--- config.mk ---
export PLATFORM = sky130hd
export DESIGN_NAME = frame_mse_psnr_meter
export DESIGN_NICKNAME = d
export VERILOG_FILES = /design/src/rtl/fmp_pkg.sv /design/src/rtl/fmp_front.sv /design/src/rtl/fmp_back.sv /design/src/rtl/frame_mse_psnr_meter.sv
export SDC_FILE = /design/constraint.sdc
export NUM_CORES = 2
export LEC_CHECK = 0
export ABC_CLOCK_PERIOD_IN_PS = 10050
export BUFFER_PORTS_ARGS = -buffer_cell sky130_fd_sc_hd__clkbuf_2
export CORE_MARGIN = 2
export CORE_UTILIZATION = 55
export DETAILED_ROUTE_END_ITERATION = 7
export HOLD_SLACK_MARGIN = 0.03
export PLACE_DENSITY = 0.74
export SYNTH_ARGS = -nofsm -noshare
export SYNTH_HDL_FRONTEND = slang
export SYNTH_HIERARCHICAL = 1
export SYNTH_SLANG_ARGS = --single-unit
--- constraint.sdc ---
create_clock -name clk -period 10.05 [get_ports clk]
set_clock_uncertainty 0.1 [all_clocks]
set_input_delay 1.005 -clock clk [delete_from_list [all_inputs] [get_ports clk]]
set_output_delay 1.005 -clock clk [all_outputs]
set_load 0.02 [all_outputs]
--- src/rtl/fmp_pkg.sv ---
`timescale 1ns / 1ps
// ----------------------------------------------------------------------------
// fmp_pkg: shared types and constants for the frame mse / psnr meter
// frame record passed from the sample accumulator to the result engine
// ----------------------------------------------------------------------------
package fmp_pkg;

  localparam int unsigned MaxFrameSamples = 8388608;
  localparam int unsigned MaxFrames       = 1048576;

  localparam logic [23:0] PeakSqQ8     = 24'd16646400;
  localparam logic [14:0] PsnrCapQ8    = 15'd25600;
  localparam logic [33:0] TenLog10Two  = 34'd12929139865;
  localparam logic [39:0] SumMax       = 40'hFF_FFFF_FFFF;
  localparam logic [44:0] MseTotalMax  = {45{1'b1}};
  localparam logic [35:0] PsnrTotalMax = {36{1'b1}};

  localparam int unsigned FifoDepth = 4;
  localparam int unsigned FifoAw    = $clog2(FifoDepth);

  typedef logic [FifoAw-1:0] fifo_ptr_t;
  typedef logic [FifoAw:0]   fifo_cnt_t;

  localparam fifo_cnt_t FifoFull = fifo_cnt_t'(FifoDepth);

  typedef struct packed {
    logic [39:0] sum;
    logic [23:0] count;
  } frame_rec_t;

  typedef enum logic [3:0] {
    ST_IDLE, ST_MSE_DIV, ST_LOG_NORM, ST_LOG_SQ, ST_LOG_MUL, ST_PSNR,
    ST_ACC, ST_AVG_M, ST_LOAD_P, ST_AVG_P, ST_OUT
  } eng_state_t;

endpackage

--- src/rtl/fmp_front.sv ---
`timescale 1ns / 1ps
// ----------------------------------------------------------------------------
// fmp_front: sample accumulator
// squares sample differences, counts samples and queues one record per frame
// ----------------------------------------------------------------------------
module fmp_front
  import fmp_pkg::*;
(
  input  logic        clk,
  input  logic        rst_n,
  input  logic        in_valid,
  output logic        in_ready,
  input  logic [7:0]  ref_sample,
  input  logic [7:0]  test_sample,
  input  logic        last_in_frame,
  output logic        rec_valid,
  input  logic        rec_ready,
  output frame_rec_t  rec_data
);

  logic [23:0] cnt_r;
  logic [39:0] sum_r;
  fifo_ptr_t   wp_r, rp_r;
  fifo_cnt_t   fill_r;
  frame_rec_t  q_r [FifoDepth];

  logic        take, pop, room;
  logic [7:0]  d;
  logic [15:0] sq;
  logic [40:0] sum_add;
  logic [39:0] sum_new;
  logic [23:0] cnt_new;

  assign room     = (fill_r != FifoFull);
  assign in_ready = room;
  assign take     = in_valid && in_ready;
  assign rec_valid = (fill_r != '0);
  assign pop       = rec_valid && rec_ready;
  assign rec_data  = q_r[rp_r];

  always_comb begin
    d   = (ref_sample >= test_sample) ? ref_sample - test_sample : test_sample - ref_sample;
    sq  = d * d;
    sum_add = {1'b0, sum_r} + {25'd0, sq};
    if (cnt_r < 24'(MaxFrameSamples)) begin
      sum_new = sum_add[40] ? SumMax : sum_add[39:0];
      cnt_new = cnt_r + 24'd1;
    end else begin
      sum_new = sum_r;
      cnt_new = cnt_r;
    end
  end

  always_ff @(posedge clk) begin
    if (!rst_n) begin
      cnt_r  <= '0;
      sum_r  <= '0;
      wp_r   <= '0;
      rp_r   <= '0;
      fill_r <= '0;
    end else begin
      if (take) begin
        if (last_in_frame) begin
          cnt_r <= '0;
          sum_r <= '0;
          wp_r  <= wp_r + fifo_ptr_t'(1);
        end else begin
          cnt_r <= cnt_new;
          sum_r <= sum_new;
        end
      end
      if (pop) rp_r <= rp_r + fifo_ptr_t'(1);
      fill_r <= fill_r + fifo_cnt_t'(take && last_in_frame) - fifo_cnt_t'(pop);
    end
  end

  always_ff @(posedge clk) begin
    if (take && last_in_frame) begin
      q_r[wp_r] <= '{sum: sum_new, count: cnt_new};
    end
  end

  assert property (@(posedge clk) disable iff (!rst_n) fill_r <= FifoFull)
    else $error("queue overfill");
  assert property (@(posedge clk) disable iff (!rst_n) cnt_r <= 24'(MaxFrameSamples))
    else $error("sample count past limit");
  assert property (@(posedge clk) disable iff (!rst_n)
    (take && last_in_frame) |=> (cnt_r == '0))
    else $error("frame not cleared");

endmodule

--- src/rtl/fmp_back.sv ---
`timescale 1ns / 1ps
// ----------------------------------------------------------------------------
// fmp_back: result engine
// serial divides and a squaring log2 unit form mse, psnr and averages
// ----------------------------------------------------------------------------
module fmp_back
  import fmp_pkg::*;
(
  input  logic        clk,
  input  logic        rst_n,
  input  logic        rec_valid,
  output logic        rec_ready,
  input  frame_rec_t  rec_data,
  output logic        out_valid,
  input  logic        out_ready,
  output logic [20:0] frame_number,
  output logic [23:0] frame_mse,
  output logic [14:0] frame_psnr,
  output logic [23:0] average_mse,
  output logic [14:0] average_psnr
);

  eng_state_t  st_r, st_nxt;
  logic [5:0]  it_r;
  // shared restoring divider, one quotient bit per cycle
  logic [48:0] quo_r;
  logic [23:0] rem_r;
  logic [24:0] den_r;
  logic [24:0] shl;
  logic [25:0] trial;
  // log2 unit, first pass on the peak, second on the frame mse
  logic        pass_r;
  logic [31:0] y_r;
  logic [4:0]  k_r;
  logic [23:0] frac_r;
  logic [28:0] top_r;
  logic [62:0] prod_r;
  logic [63:0] ysq;
  logic [32:0] ynext;
  logic [23:0] frac_nxt;
  logic [23:0] log_x;
  logic [4:0]  lead;
  logic [28:0] bot, dlt;
  logic [63:0] prod_rnd;
  logic [15:0] pr;
  logic [23:0] m_clamp;

  logic [23:0] m_r;
  logic [14:0] p_r;
  logic [20:0] fd_r;
  logic [44:0] mt_r;
  logic [35:0] pt_r;
  logic [23:0] am_r;

  logic [20:0] fd_nxt;
  logic [44:0] mt_nxt;
  logic [35:0] pt_nxt;
  logic [45:0] mt_add;
  logic [36:0] pt_add;

  assign shl      = {rem_r, quo_r[48]};
  assign trial    = {1'b0, shl} - {1'b0, den_r};
  assign ysq      = 64'(y_r) * 64'(y_r);
  assign ynext    = ysq[62:30];
  assign frac_nxt = {frac_r[22:0], ynext[31]};
  assign log_x    = pass_r ? m_r : PeakSqQ8;
  assign bot      = {k_r, frac_r};
  assign dlt      = (top_r > bot) ? top_r - bot : '0;
  assign prod_rnd = {1'b0, prod_r} + (64'd1 << 47);
  assign pr       = prod_rnd[63:48];
  assign m_clamp  = (quo_r > 49'(PeakSqQ8)) ? PeakSqQ8 : quo_r[23:0];
  assign mt_add   = {1'b0, mt_r} + 46'(m_r);
  assign pt_add   = {1'b0, pt_r} + 37'(p_r);

  assign rec_ready = (st_r == ST_IDLE);
  assign out_valid = (st_r == ST_OUT);
  assign frame_number = fd_r;
  assign frame_mse    = m_r;
  assign frame_psnr   = p_r;
  assign average_mse  = am_r;
  assign average_psnr = quo_r[14:0];

  always_comb begin
    lead = '0;
    for (int i = 0; i < 24; i++) begin
      if (log_x[i]) lead = 5'(i);
    end
  end

  always_comb begin
    if (fd_r < 21'(MaxFrames)) begin
      fd_nxt = fd_r + 21'd1;
      mt_nxt = mt_add[45] ? MseTotalMax : mt_add[44:0];
      pt_nxt = pt_add[36] ? PsnrTotalMax : pt_add[35:0];
    end else begin
      fd_nxt = fd_r;
      mt_nxt = mt_r;
      pt_nxt = pt_r;
    end
  end

  always_comb begin
    st_nxt = st_r;
    case (st_r)
      ST_IDLE:     if (rec_valid) st_nxt = ST_MSE_DIV;
      ST_MSE_DIV:  if (it_r == 6'd0) st_nxt = ST_LOG_NORM;
      ST_LOG_NORM: st_nxt = (!pass_r && m_clamp == 24'd0) ? ST_ACC : ST_LOG_SQ;
      ST_LOG_SQ:   if (it_r == 6'd0) st_nxt = pass_r ? ST_LOG_MUL : ST_LOG_NORM;
      ST_LOG_MUL:  st_nxt = ST_PSNR;
      ST_PSNR:     st_nxt = ST_ACC;
      ST_ACC:      st_nxt = ST_AVG_M;
      ST_AVG_M:    if (it_r == 6'd0) st_nxt = ST_LOAD_P;
      ST_LOAD_P:   st_nxt = ST_AVG_P;
      ST_AVG_P:    if (it_r == 6'd0) st_nxt = ST_OUT;
      ST_OUT:      if (out_ready) st_nxt = ST_IDLE;
      default:     st_nxt = ST_IDLE;
    endcase
  end

  always_ff @(posedge clk) begin
    if (!rst_n) begin
      st_r <= ST_IDLE;
      fd_r <= '0;
      mt_r <= '0;
      pt_r <= '0;
    end else begin
      st_r <= st_nxt;
      case (st_r)
        ST_IDLE: begin
          if (rec_valid) begin
            quo_r  <= 49'({rec_data.sum, 8'd0}) + 49'(rec_data.count >> 1);
            rem_r  <= '0;
            den_r  <= 25'(rec_data.count);
            it_r   <= 6'd48;
            pass_r <= 1'b0;
          end
        end
        ST_MSE_DIV, ST_AVG_M, ST_AVG_P: begin
          rem_r <= trial[25] ? shl[23:0] : trial[23:0];
          quo_r <= {quo_r[47:0], ~trial[25]};
          if (it_r != 6'd0) it_r <= it_r - 6'd1;
        end
        ST_LOG_NORM: begin
          if (!pass_r) m_r <= m_clamp;
          if (!pass_r && m_clamp == 24'd0) p_r <= PsnrCapQ8;
          k_r    <= lead;
          y_r    <= 32'(log_x) << (5'd30 - lead);
          frac_r <= '0;
          it_r   <= 6'd23;
        end
        ST_LOG_SQ: begin
          y_r    <= ynext[31] ? ynext[32:1] : ynext[31:0];
          frac_r <= frac_nxt;
          if (it_r != 6'd0) it_r <= it_r - 6'd1;
          if (it_r == 6'd0 && !pass_r) begin
            top_r  <= {k_r, frac_nxt};
            pass_r <= 1'b1;
          end
        end
        ST_LOG_MUL: prod_r <= 63'(dlt) * 63'(TenLog10Two);
        ST_PSNR:    p_r <= (pr > 16'(PsnrCapQ8)) ? PsnrCapQ8 : pr[14:0];
        ST_ACC: begin
          fd_r  <= fd_nxt;
          mt_r  <= mt_nxt;
          pt_r  <= pt_nxt;
          quo_r <= 49'(mt_nxt) + 49'(fd_nxt >> 1);
          rem_r <= '0;
          den_r <= 25'(fd_nxt);
          it_r  <= 6'd48;
        end
        ST_LOAD_P: begin
          am_r  <= quo_r[23:0];
          quo_r <= 49'(pt_r) + 49'(fd_r >> 1);
          rem_r <= '0;
          it_r  <= 6'd48;
        end
        ST_OUT: ;
        default: ;
      endcase
    end
  end

  assert property (@(posedge clk) disable iff (!rst_n) out_valid |-> (p_r <= PsnrCapQ8))
    else $error("psnr above cap");
  assert property (@(posedge clk) disable iff (!rst_n) out_valid |-> (m_r <= PeakSqQ8))
    else $error("mse above peak");
  assert property (@(posedge clk) disable iff (!rst_n)
    (out_valid && !out_ready) |=> out_valid && $stable(fd_r))
    else $error("result lost");

endmodule

--- src/rtl/frame_mse_psnr_meter.sv ---
`timescale 1ns / 1ps
// ----------------------------------------------------------------------------
// frame_mse_psnr_meter: per-frame mse and psnr of 8-bit sample pairs
//
// in_ stream: one sample pair per item, tlast marks the last item of a frame.
// samples are taken one per cycle while the frame queue has room.
// out_ stream: one result item per frame. out_tvalid rises once the frame
// has passed the serial 49-step divider (used three times) and the 24-step
// squaring log2 unit (run twice, skipped when the mse rounds to zero); the
// engine takes no new frame until the result item is taken. up to four closed
// frames queue in front of the result engine; input stalls only when that
// queue is full.
// reset clears sums, counts, frame totals and the queue.
// a stalled receiver holds the result item, the engine waits.
// ----------------------------------------------------------------------------
module frame_mse_psnr_meter
  import fmp_pkg::*;
(
  input  logic        clk,
  input  logic        rst_n,
  input  logic        in_tvalid,
  output logic        in_tready,
  input  logic [15:0] in_tdata,   // ref_sample, test_sample
  input  logic        in_tlast,   // last_in_frame
  output logic        out_tvalid,
  input  logic        out_tready,
  output logic [103:0] out_tdata  // frame_number, frame_mse, frame_psnr, average_mse, average_psnr
);

  logic       rec_valid, rec_ready;
  frame_rec_t rec_data;
  logic [20:0] fn;
  logic [23:0] fm, am;
  logic [14:0] fp, ap;

  fmp_front u_front (
    .clk, .rst_n, .in_valid(in_tvalid), .in_ready(in_tready),
    .ref_sample(in_tdata[7:0]), .test_sample(in_tdata[15:8]),
    .last_in_frame(in_tlast), .rec_valid, .rec_ready, .rec_data
  );

  fmp_back u_back (
    .clk, .rst_n, .rec_valid, .rec_ready, .rec_data,
    .out_valid(out_tvalid), .out_ready(out_tready),
    .frame_number(fn), .frame_mse(fm), .frame_psnr(fp),
    .average_mse(am), .average_psnr(ap)
  );

  assign out_tdata = {5'd0, ap, am, fp, fm, fn};

endmodule
[Word level (Yosys, flattened, before mapping)]
Memory sizes are Yosys's and may differ from the RTL's. A register that Yosys moved wholly into a read port is not among the register bits.
Index checks and enable logic that the tools add are counted.
Storage, ports and cells
  flip-flop bits (word level): 498
  bits in latches: 0
  memory bits (writable): 256
  bits in read-only memories: 0
  input bits: 21
  output and inout port bits: 106
  word-level logic and storage cells: 178
  memories kept: 1
Operators by class
  add/sub/neg operators: 19
  $mul: 3
  divide/modulo/power cells: 0
  $lt $le $gt $ge: 6
  equality and inequality tests: 20
  shift-type cells: 1
  muxes and demuxes: 68
  bitwise gates (word level): 2
  reduce and logical (&&, ||, !) cells: 36
Memories
  u_front.q_r: depth 4, width 64, rd ports 1, clocked after memory_dff 1, write ports 1, RTL line fmp_front.sv:25  | frame_rec_t q_r [FifoDepth];
Operator list (count)
  49-bit one-hot mux with 4 select lines: 1
  24-bit two-way mux: 6
  40-bit two-way mux: 3
  5-bit two-way mux: 22
  45-bit two-way mux: 2
  24-bit one-hot mux with 3 select lines: 1
  63-bit by 48-bit adder with 64-bit output (second input constant): 1
  32-bit one-hot mux with 2 select lines: 1
  29-bit by 34-bit multiplier with 63-bit output (second input constant): 1
  32-bit by 32-bit multiplier with 63-bit output: 1
  25-bit one-hot mux with 2 select lines: 1
  48-bit by 23-bit adder with 49-bit output: 1
  49-bit by 24-bit > comparator with 1-bit output (second input constant): 1
  49-bit two-way mux: 1
  24-bit one-hot mux with 2 select lines: 1
  45-bit by 20-bit adder with 46-bit output: 1
  45-bit by 24-bit adder with 46-bit output: 1
  4-bit one-hot mux with 11 select lines: 1
  40-bit by 16-bit adder with 41-bit output: 1
  36-bit by 15-bit adder with 37-bit output: 1
  36-bit by 20-bit adder with 37-bit output: 1
  36-bit two-way mux: 1
  32-bit two-way mux: 1
  24-bit by 5-bit left shift with 32-bit output: 1
  52 further kinds: 102

[Depth between registers and ports, before layout]
  depth after elaboration: 27
  gate-level depth with buffers: 41
  mapped depth without buffers: 41

[By module]
The synthesis kept the hierarchy.
By module, submodules not included
  fmp_back: instances 1, cells each 7367, area each 67596.1 um^2, sequential area each 10319.9 um^2
  fmp_front: instances 1, cells each 1301, area each 17017.6 um^2, sequential area each 9148.8 um^2
  frame_mse_psnr_meter: instances 1, cells each 6, area each 41.3 um^2, sequential area each 0.0 um^2

[Worst setup path before layout]
Ideal clock, no wire load.
  kind: register to register
  start point: reg u_back.frac_r[2]
  end point: reg u_back.prod_r[61] (data pin)
  setup time: 0.257 ns
  arrival time: 9.044 ns
  data required time: 9.693 ns
  slack: 0.649 ns
  cell stages (with the launch flop): 38
  path buffers: 0
  clock period less this slack: 9.401 ns
  cells stage by stage: edfxtp_1 > inv_1 > ha_1 > nor2b_1 > o21a_1 > o21ai_0 > a21oi_1 > o21ai_0 > a41oi_1 > o211ai_1 > o221ai_1 > a21o_1 > a221oi_1 > xnor2_1 > and2_1 > ha_1 > fa_1 > fa_1 > [2 not listed] > fa_1 > fa_1 > inv_1 > fa_1 > inv_1 > fa_1 > inv_1 > ha_1 > a21o_1 > a21oi_1 > nor2b_1 > o211ai_1 > a311oi_1 > o31ai_1 > o41ai_1 > or4_1 > and2_1 > xor2_1
Between the ends
  word-level cells in the longest chain between the ends: 3
  elaborated cells on any way between the ends: 4
  those cells by class: add/sub (1); mul (1); order compare (1); mux (1)
Ends and longest elaborated chain
  start: declaration: RTL line fmp_back.sv:35  | logic [23:0] frac_r;
  start signal: assignment: RTL line fmp_back.sv:153  | frac_r <= frac_nxt;
  29-bit subtractor / 29-bit > comparator (equally long branches): RTL line fmp_back.sv:68  | assign dlt = (top_r > bot) ? top_r - bot : '0;
  29-bit two-way mux *: RTL line fmp_back.sv:68
  29-bit by 34-bit multiplier with 63-bit output *: RTL line fmp_back.sv:160  | ST_LOG_MUL: prod_r <= 63'(dlt) * 63'(TenLog10Two);
  end signal: assignment: RTL line fmp_back.sv:160
  end: declaration: RTL line fmp_back.sv:37  | logic [62:0] prod_r;
Mark *: on every way between the ends. The rest lies on a longest branch, timed or not.
A chain may end at the register's enable or synchronous reset.

[Final worst setup path]
  start point: reg u_back.y_r[5]
  end point: reg u_back.y_r[28] (data pin)
Between the ends
  word-level cells in the longest chain between the ends: 3
Ends and longest elaborated chain
  start: declaration: RTL line fmp_back.sv:33  | logic [31:0] y_r;
  start signal: assignment: RTL line fmp_back.sv:147  | y_r <= 32'(log_x) << (5'd30 - lead);
  start signal: assignment: RTL line fmp_back.sv:152  | y_r <= ynext[31] ? ynext[32:1] : ynext[31:0];
  32-bit by 32-bit multiplier with 63-bit output: RTL line fmp_back.sv:63  | assign ysq = 64'(y_r) * 64'(y_r);
  32-bit two-way mux: RTL line fmp_back.sv:152
  32-bit one-hot mux with 2 select lines: RTL line fmp_back.sv:128  | case (st_r)
No other way between the ends.

==> results.cfg <==
[synth]
synth_xor_xnor_area_share_pct = 3.73
syn_area_mm2 = 0.0847
ys_seq_area_share_pct = 23.0
synth.distinct_cells = 123
synth.avg_cell_area_um2 = 9.76
synth_top_family_by_area = adder cells
synth_edf_count = 529
synth_ff_type = edfxtp_1
synthAdderAreaFrac_pct = 38.4
synth_compound_area_share_pct = 10.3
yosys_warnings = 6
ys_seq_elements = 708
syn_inst = 8674
synth-simple-area-share_pct = 12.4
synthMuxAreaShare_pct = 3.08
synthArstFlopShare_pct = 0

[final_layout]
seq_area_mm2 = 0.0195
n_fill_cell = 12805
multi_input_area_mm2 = 0.0578
utilization_pct = 59.8
fin_nets = 10749
drive_above_1_share_pct = 8.07
area_growth_pct = 7.60

[setup_path]
r2r-end = u_back/y_r[28]$_DFFE_PP_
crit_type = reg -> reg
ff2ff_setup_slack_ps = 240
critPathCaptureType = register
crit_slowest_cell = edfxtp_1
cp_common_cell = fa_1
cpPeakStageDelay_ps = 980
crit_path_max_fanout = 16
critPathLaunch = u_back/y_r[5]$_DFFE_PP_
worstRegToRegCells = 30
timing.rr.start = u_back/y_r[5]$_DFFE_PP_
cp.required_ps = 10490
critPathLaunchType = register
cp.arrival_ps = 10250

[cts]
cts.sinks = 708
hold_buffers = 0
clockBufferDepth = 3
clock_latency_ps = 720
cts_tree = done
path_clk_slew_ps = 70
clockRootBuffer = clkbuf_16
htreeDepth = 3
cts_buffers = 79

[global_routing]
grt_pass1_vias = 66111
grt_max_degree = 65
grt_first_pass_wirelength_um = 377000
gr-total-overflow = 0
grtUsageTotal_pct = 31.0
antenna_found_initial = 8

[run_status]
status = finished clean

[detailed_routing]
wire_per_inst_um = 22.2
drt-pass1-iter-count = 6
vias = 63942
avgViaCountPerCell = 5.88
wl_um = 241000
drc = 0
antenna_left = 0
drt_iter0_markers = 5250

[die]
fp.dieH_um = 396
core_mm2 = 0.152
die_x_um = 396
pin_count = 127
start_util_pct = 55.5
fp-row-count = 143
dieArea_mm2 = 0.157

[sta]
slew_viol_final = 0
fin_crit_ps = 9810
fin_crit_sh_pct = 97.6
fmax_mhz = 102
hold_viol = 0
worstMarginPinSlew_ps = 1210
finalSetupViolCount = 0
fin_setup_tns_ps = 0
slew_headroom_pct = 19.3

[place]
gp_congestion = 1.02
dp_hpwl_um = 193000
port_buffers = 121

[min_path]
min_to = u_back/top_r[4]$_DFFE_PP_
min_from = u_back/frac_r[3]$_SDFFCE_PN0P_
hold_path_class = reg -> reg
hold_depth = 0

[run]
maxCapViolCount = 0
-- metrics by stage --
stage	worst slack [ps]	area [um^2]	instances	hold slack (ps)
2_1_floorplan	649	84700	8678	326
3_3_place_gp	27.3	88100	10706	330
3_5_place_dp	-10.7	88100	10706	335
4_1_cts	24.4	90800	10853	336
5_1_grt	-36.9	91100	10870	354
6_report	239	91100	10872	342
-- layer usage --
| layer | global-route usage, % | vias to the layer above | part of all wire (%) |
|---|---|---|---|
| li1 | - | 28855 | - |
| met1 | 39.7 | 32023 | 39 |
| met2 | 51.4 | 2518 | 48 |
| met3 | 5.99 | 542 | 8.5 |
| met4 | 13.2 | 4 | 4.9 |
| met5 | 0 | - | 0.011 |
-- state kept, by name, summed over array words and instances (netlist names), 15 cells and up, named ones only --
register	count
u_front/cnt_r	24
u_back/frame_psnr	15
u_back/prod_r	16
u_front/sum_r	40
u_back/quo_r	49
u_back/rem_r	24
u_back/frame_number	21
u_back/frac_r	24
u_back/den_r	24
u_back/top_r	29
u_back/average_mse	24
u_back/pt_r	36
u_back/frame_mse	24
u_back/y_r	32
u_back/mt_r	45
u_front/q_r	256
-- Yosys cell counts, types with 126 or more instances --
master / number / area [um^2]
nand3_1: 146 / 731
inv_1: 1650 / 6190
a21o_1: 133 / 998
dfxtp_1: 179 / 3580
nand2_1: 684 / 2570
nor2_1: 527 / 1980
o21ai_0: 256 / 1280
nor3_1: 126 / 631
and2_1: 243 / 1520
xor2_1: 151 / 1320
xnor2_1: 205 / 1800
clkbuf_1: 252 / 946
edfxtp_1: 529 / 15900
ha_1: 882 / 11000
a21oi_1: 362 / 1810
fa_1: 1074 / 21500
-- how the worst max path moves through the flow --
stage / slack (ps) / depth (start not counted) / end
after global placement: 30 / 39 / u_back/prod_r[60]$_DFFE_PP_
after global routing: -40 / 40 / u_back/prod_r[61]$_DFFE_PP_
after detailed placement: -10 / 39 / u_back/prod_r[60]$_DFFE_PP_
after CTS: 20 / 39 / u_back/prod_r[62]$_DFFE_PP_
final: 240 / 30 / u_back/y_r[28]$_DFFE_PP_
after floorplan: 650 / 37 / u_back/prod_r[61]$_DFFE_PP_
-- cell families (layout without fill, tap and decap cells) --
logic type | count (synthesis) | count (layout)
mux | 171 | 171
simple gates | 2173 | 2173
other cells | 1 | 9
compound gates | 1314 | 1314
buf+inv | 1993 | 2153
fa+ha+maj | 1956 | 1956
flops | 708 | 708
xor+xnor | 358 | 358
-- layout by cell type (no fill, tap or decap), types with 16 or more instances in the layout --
cell	count
clkinv_1	19
nand3_1	145
a22oi_1	28
nor2b_1	65
o21a_1	39
nand2_1	683
or3_1	28
nand4_1	66
nand2b_1	63
a21o_1	132
buf_4	217
mux4_2	68
nor4_1	35
o31ai_1	28
or2_2	29
o21ai_0	253
xnor2_1	203
fa_1	1072
clkbuf_2	121
dfxtp_1	176
a211o_1	17
and2_1	242
clkinv_2	16
o211ai_1	33
a31oi_1	50
xor2_1	151
clkbuf_16	79
mux2_2	22
mux2i_1	78
edfxtp_1	529
inv_1	1650
a21oi_1	358
and3_1	62
nor2_1	520
and4_1	25
a211oi_1	65
o22ai_1	31
nor3_1	121
ha_1	880
o21bai_1	17
-- repair_timing --
action	in CTS	in global routing
gates resized for setup	3	30
buffers inserted	0	15
endpoints found under the setup margin	3	27
pin swaps	0	10
gates cloned	0	0
-- critical path, delay by kind of cell, from the launching register on --
kind	cells	cell delay [ps]
AO/OA/AOI/OAI	9	2820
XOR/XNOR	1	260
adder cells (fa/ha/maj)	9	4390
buffers and inverters	8	740
flip-flops	1	980
AND/OR/NAND/NOR	3	350
-- cell type report --
cell class                 count  area share, %
antenna                        4         0.0110
clock buffer                  96           2.30
clock inverter                51          0.648
inverter                    1662           6.85
multi-input combinational   5977           63.4
sequential                   708           21.4
tap                         2030           2.79
timing repair buffer         344           2.59
Power is not shown: default switching activity piles up to over one toggle a cycle in this logic, so the estimate is an artifact.
